## src/rtl/pol_pkg.sv

```systemverilog
`timescale 1ns / 1ps
// ----------------------------------------------------------------------------
// Positional ordered list package
// Shared types, codes and default sizes for the positional ordered list.
// ----------------------------------------------------------------------------
package pol_pkg;

    // Default sizes handed to the top level.
    localparam int DEPTH_DEF       = 64;
    localparam int VALUE_WIDTH_DEF = 32;

    // Request operation codes. Code 3 carries no meaning.
    typedef enum logic [1:0] {
        FUNC_INSERT = 2'd0,
        FUNC_REMOVE = 2'd1,
        FUNC_READ   = 2'd2
    } func_t;

    // Result status codes.
    typedef enum logic [2:0] {
        STATUS_OK      = 3'd0,
        STATUS_INVALID = 3'd1,
        STATUS_BEYOND  = 3'd2,
        STATUS_EMPTY   = 3'd3,
        STATUS_FULL    = 3'd4
    } status_t;

    // Controller states.
    typedef enum logic [0:0] {
        ST_IDLE   = 1'b0,
        ST_GATHER = 1'b1
    } state_t;

    // Update strobes broadcast to every cell.
    typedef struct packed {
        logic ins_en;
        logic rem_en;
    } cell_ctrl_t;

endpackage

```

## src/rtl/pol_cell.sv

```systemverilog
`timescale 1ns / 1ps
// ----------------------------------------------------------------------------
// Positional ordered list cell
// Holds one list entry. On insert or remove it takes its value from the
// new word or from a neighbour; it also presents its entry when selected.
// ----------------------------------------------------------------------------
module pol_cell #(
    parameter int IDX         = 0,
    parameter int IDX_W       = 6,
    parameter int VALUE_WIDTH = 32
) (
    input  logic                   clk,
    input  pol_pkg::cell_ctrl_t    ctrl,
    input  logic [IDX_W-1:0]       upd_idx,
    input  logic [IDX_W-1:0]       rd_idx,
    input  logic [VALUE_WIDTH-1:0] new_value,
    input  logic [VALUE_WIDTH-1:0] left_value,
    input  logic [VALUE_WIDTH-1:0] right_value,
    output logic [VALUE_WIDTH-1:0] value,
    output logic [VALUE_WIDTH-1:0] rd_leaf
);
    import pol_pkg::*;

    localparam logic [IDX_W-1:0] MY_IDX = IDX_W'(IDX);

    logic [VALUE_WIDTH-1:0] value_reg;
    logic [VALUE_WIDTH-1:0] value_next;
    logic [VALUE_WIDTH-1:0] rd_reg;
    logic [VALUE_WIDTH-1:0] rd_next;

    // Shift rule: insert moves later entries back, remove pulls them forward.
    always_comb
    begin
        value_next = value_reg;
        if (ctrl.ins_en)
        begin
            if (upd_idx == MY_IDX)
                value_next = new_value;
            else if (upd_idx < MY_IDX)
                value_next = left_value;
        end
        else if (ctrl.rem_en && (upd_idx <= MY_IDX))
        begin
            value_next = right_value;
        end
    end

    // Only the selected cell drives a non-zero word into the gather tree.
    always_comb
    begin
        rd_next = (rd_idx == MY_IDX) ? value_reg : '0;
    end

    // Entry storage carries no reset; it is read only once written.
    always_ff @(posedge clk)
    begin
        value_reg <= value_next;
        rd_reg    <= rd_next;
    end

    assign value   = value_reg;
    assign rd_leaf = rd_reg;

endmodule

```

## config.mk

```make
export PLATFORM = sky130hd
export DESIGN_NAME = pol_cell
export DESIGN_NICKNAME = d
export VERILOG_FILES = /design/src/rtl/pol_pkg.sv /design/src/rtl/pol_cell.sv
export SDC_FILE = /design/constraint.sdc
export NUM_CORES = 1
export LEC_CHECK = 0
export BUFFER_PORTS_ARGS = -buffer_cell sky130_fd_sc_hd__buf_2
export CORE_MARGIN = 2
export CORE_UTILIZATION = 39
export DETAILED_ROUTE_END_ITERATION = 8
export GPL_TIMING_DRIVEN = 0
export PLACE_DENSITY = 0.79
export RECOVER_POWER = 50
export SLEW_MARGIN = 40
export SYNTH_ARGS = -nofsm -noshare
export SYNTH_HDL_FRONTEND = slang
export SYNTH_SLANG_ARGS = --single-unit
```

## constraint.sdc

```tcl
create_clock -name clk -period 6.4 [get_ports clk]
set_input_delay 1.28 -clock clk [delete_from_list [all_inputs] [get_ports clk]]
set_output_delay 1.28 -clock clk [all_outputs]
set_load 0.05 [all_outputs]
```

==> implementation parameters <==
Parameter                              Value

Setup path
  Setup crit end kind    flop
  Launch point of the worst reg-to-reg path    value[7]
  Worst-path maximum fanout    10
  Minimum setup slack among reg-to-reg paths    5.73 ns
  Worst path arrival time    3.44 ns
  CP Class    in -> reg
  Number of cell instances on the worst register-to-register path    1
  CP startpoint kind    input port
  R2R Path End    rd_leaf[7]
  Required time of the critical path    6.42 ns

STA
  Max-slew headroom at the worst pin    46.8%
  Final Cycle Share    53.4%
  Highest clock rate    293 MHz
  Min Clock Period, post-route    3.42 ns
  Pin slew with the least headroom to its limit    0.791 ns
  Unrepaired setup endpoints after global routing    false
  Final-report setup violation count    0
  Final Max Tran Viols    0
  Hold Violations, Final    0
  Final clock skew    0.00474 ns
  Post-Route Setup TNS    0 ns

GRT
  Vias in the first global route    1,746
  Overall fraction of global-route tracks in use    17.0%
  Maximum number of pins on one net before global-route repair    11
  Global-route wire length before repair    8080 um
  Number of antenna violations at the first check in global routing    0
  Overall overflow remaining after global route    0

Drt
  Count of nets left with antenna violations after detail routing    0
  Post-route DRC violation count    0
  Number of vias per cell    4.61
  Aggregate routed wire length    between 5000 and 6000 um
  Vias after detailed routing    1,744
  Routed length per placed instance    14.4 um
  Detailed Route Iter0 Violations    50
  First-pass iteration count of the detailed router    4

Logic synthesis
  Top area cells in the synthesized netlist    edfxtp_1, dfxtp_1, mux2_2
  Yosys top cell area share    42.3%
  Mean post-synth cell area    ~16 um^2
  Sequential area share after synthesis    a little over two thirds
  Number of flip-flops and latches in the synthesized netlist    64
  Warnings, synthesis    0
  Synth Cell Area    2270 um^2
  Cells after synthesis    143
  Cell accounting for the most synthesized area    edfxtp_1
  Yosys cell types    12
  Post-Syn Nets    254

Layout
  Most frequent cells in the layout    buf_2, mux2_2, dfxtp_1, edfxtp_1, and3_1
  Post-route design area    3240 um^2
  Commonest non-fill, non-tap cell in the layout    buf_2
  Diode insertion count for antenna repair    0
  Proportion of layout cells with a drive suffix above 1    58.8%
  Final-stage net count    412
  Area Overhead vs Synth    42.6%

Placement
  Cell Area, Placed    a little over 3000 um^2
  RD Place Congestion    slightly below 0.7
  Final HPWL DP    between 4000 and 5000 um
  Count of input and output buffers    141

Clocking
  Number of buffers created by CTS    9
  H-tree lvl count    3
  Post-CTS setup buffer count    0
  CTS clk-pin slew, worst paths    0.07 ns
  Buffer depth of the longest clock path    2
  Clock tree from TritonCTS    yes
  Clock insertion delay at the later pin of the skew report    0.32 ns
  CTS sink cnt    64
  Root Driver    clkbuf_8
  Number of gates given a new drive strength after cts    0
  Hold bufs inserted after CTS    0

Min path
  HP Start    value[6]
  Class of the tightest hold or removal check    reg -> reg
  Hold endpoint    rd_leaf[6]
  Worst Hold Depth    1

Floorplan
  Boundary pin count    175
  Core Box Area    between 5000 and 6000 um^2
  Area of the die    6450 um^2
  Floorplan row count    27
  Floorplan die width    80.3 um
  Starting utilization of the core area    40.8%
  Die height    80.3 um

Flow run
  Total of max-cap violations    0

Power and ir drop
  Power per Cell Area    260 nW/um^2
  Leakage dissipation    1.55 nW
  Max rail drop VDD    0.107 mV

Run status
  Result of the run    completed
metal layers:
metal | vias up | part of all wire [%] | global-route usage, %
met3 | 7 | 5.2 | 3.48
met2 | 70 | 53 | 30.0
li1 | 843 | - | -
met4 | 0 | 1.6 | 9.49
met5 | - | 0 | 0
met1 | 824 | 40 | 19.0
where the power goes:
part | switching [W] | total, W | internal (W)
clock network | 0.000141 | 0.000341 | 0.000200
logic | 0.0000317 | 0.0000659 | 0.0000343
registers | 0.000000978 | 0.000435 | 0.000434
total | 0.000174 | 0.000843 | 0.000669
how the worst max path moves through the flow:
stage / startpoint / end / slack, ns / cells past startpoint
after global routing: ctrl[1] / value[6] / 2.77 / 7
after CTS: upd_idx[0] / value[0] / 3.30 / 6
after global placement: upd_idx[0] / value[2] / -0.45 / 3
after floorplan: upd_idx[0] / value[0] / 1.03 / 2
after detailed placement: upd_idx[0] / value[5] / 2.98 / 6
final: ctrl[1] / value[0] / 2.98 / 7
cells by family (layout without fill, tap and decap cells):
kind of cell  Yosys count  after routing  share of synthesized area, %
buf+inv                10            173                          2.86
mux                    32             32                          15.9
simple gates           37             37                          10.8
flops                  64             64                          70.5
critical path, stage by stage:
cell and delay, ns:
clkbuf_1 0.24, clkbuf_1 0.49, nor2_1 0.12, nor4_2 0.60
buf_2 0.31, buf_2 0.20, buf_2 0.19
stage by stage:
stage / power (W) / util (%) / hold WS (ns) / std cells / setup slack, ns
after CTS: 0.000855 / 59.3 / 0.489 / 378 / 3.30
final: 0.000843 / 58.1 / 0.487 / 378 / 2.98
after global placement: 0.000510 / 55.0 / 0.470 / 356 / -0.450
after global routing: 0.000874 / 58.1 / 0.512 / 378 / 2.77
after floorplan: 0.000481 / - / 0.863 / 143 / 1.03
after detailed placement: 0.000513 / 55.7 / 0.473 / 362 / 2.98
area by class of cell:
type,count,area [um^2]
fillers,509,2330
flip-flops and latches,64,1600
repair buffers,147,716
clock inverters,3,40.0
clock buffers,13,159
well taps,72,90.1
plain buffers,10,37.5
multi-input cells,69,597
cell usage after synthesis, drive strengths merged:
master,number
mux2,32
or4,1
nor4,2
clkbuf,3
edfxtp,32
buf,7
dfxtp,32
and3,32
nor2,2
(Power assumes the default switching activity.)
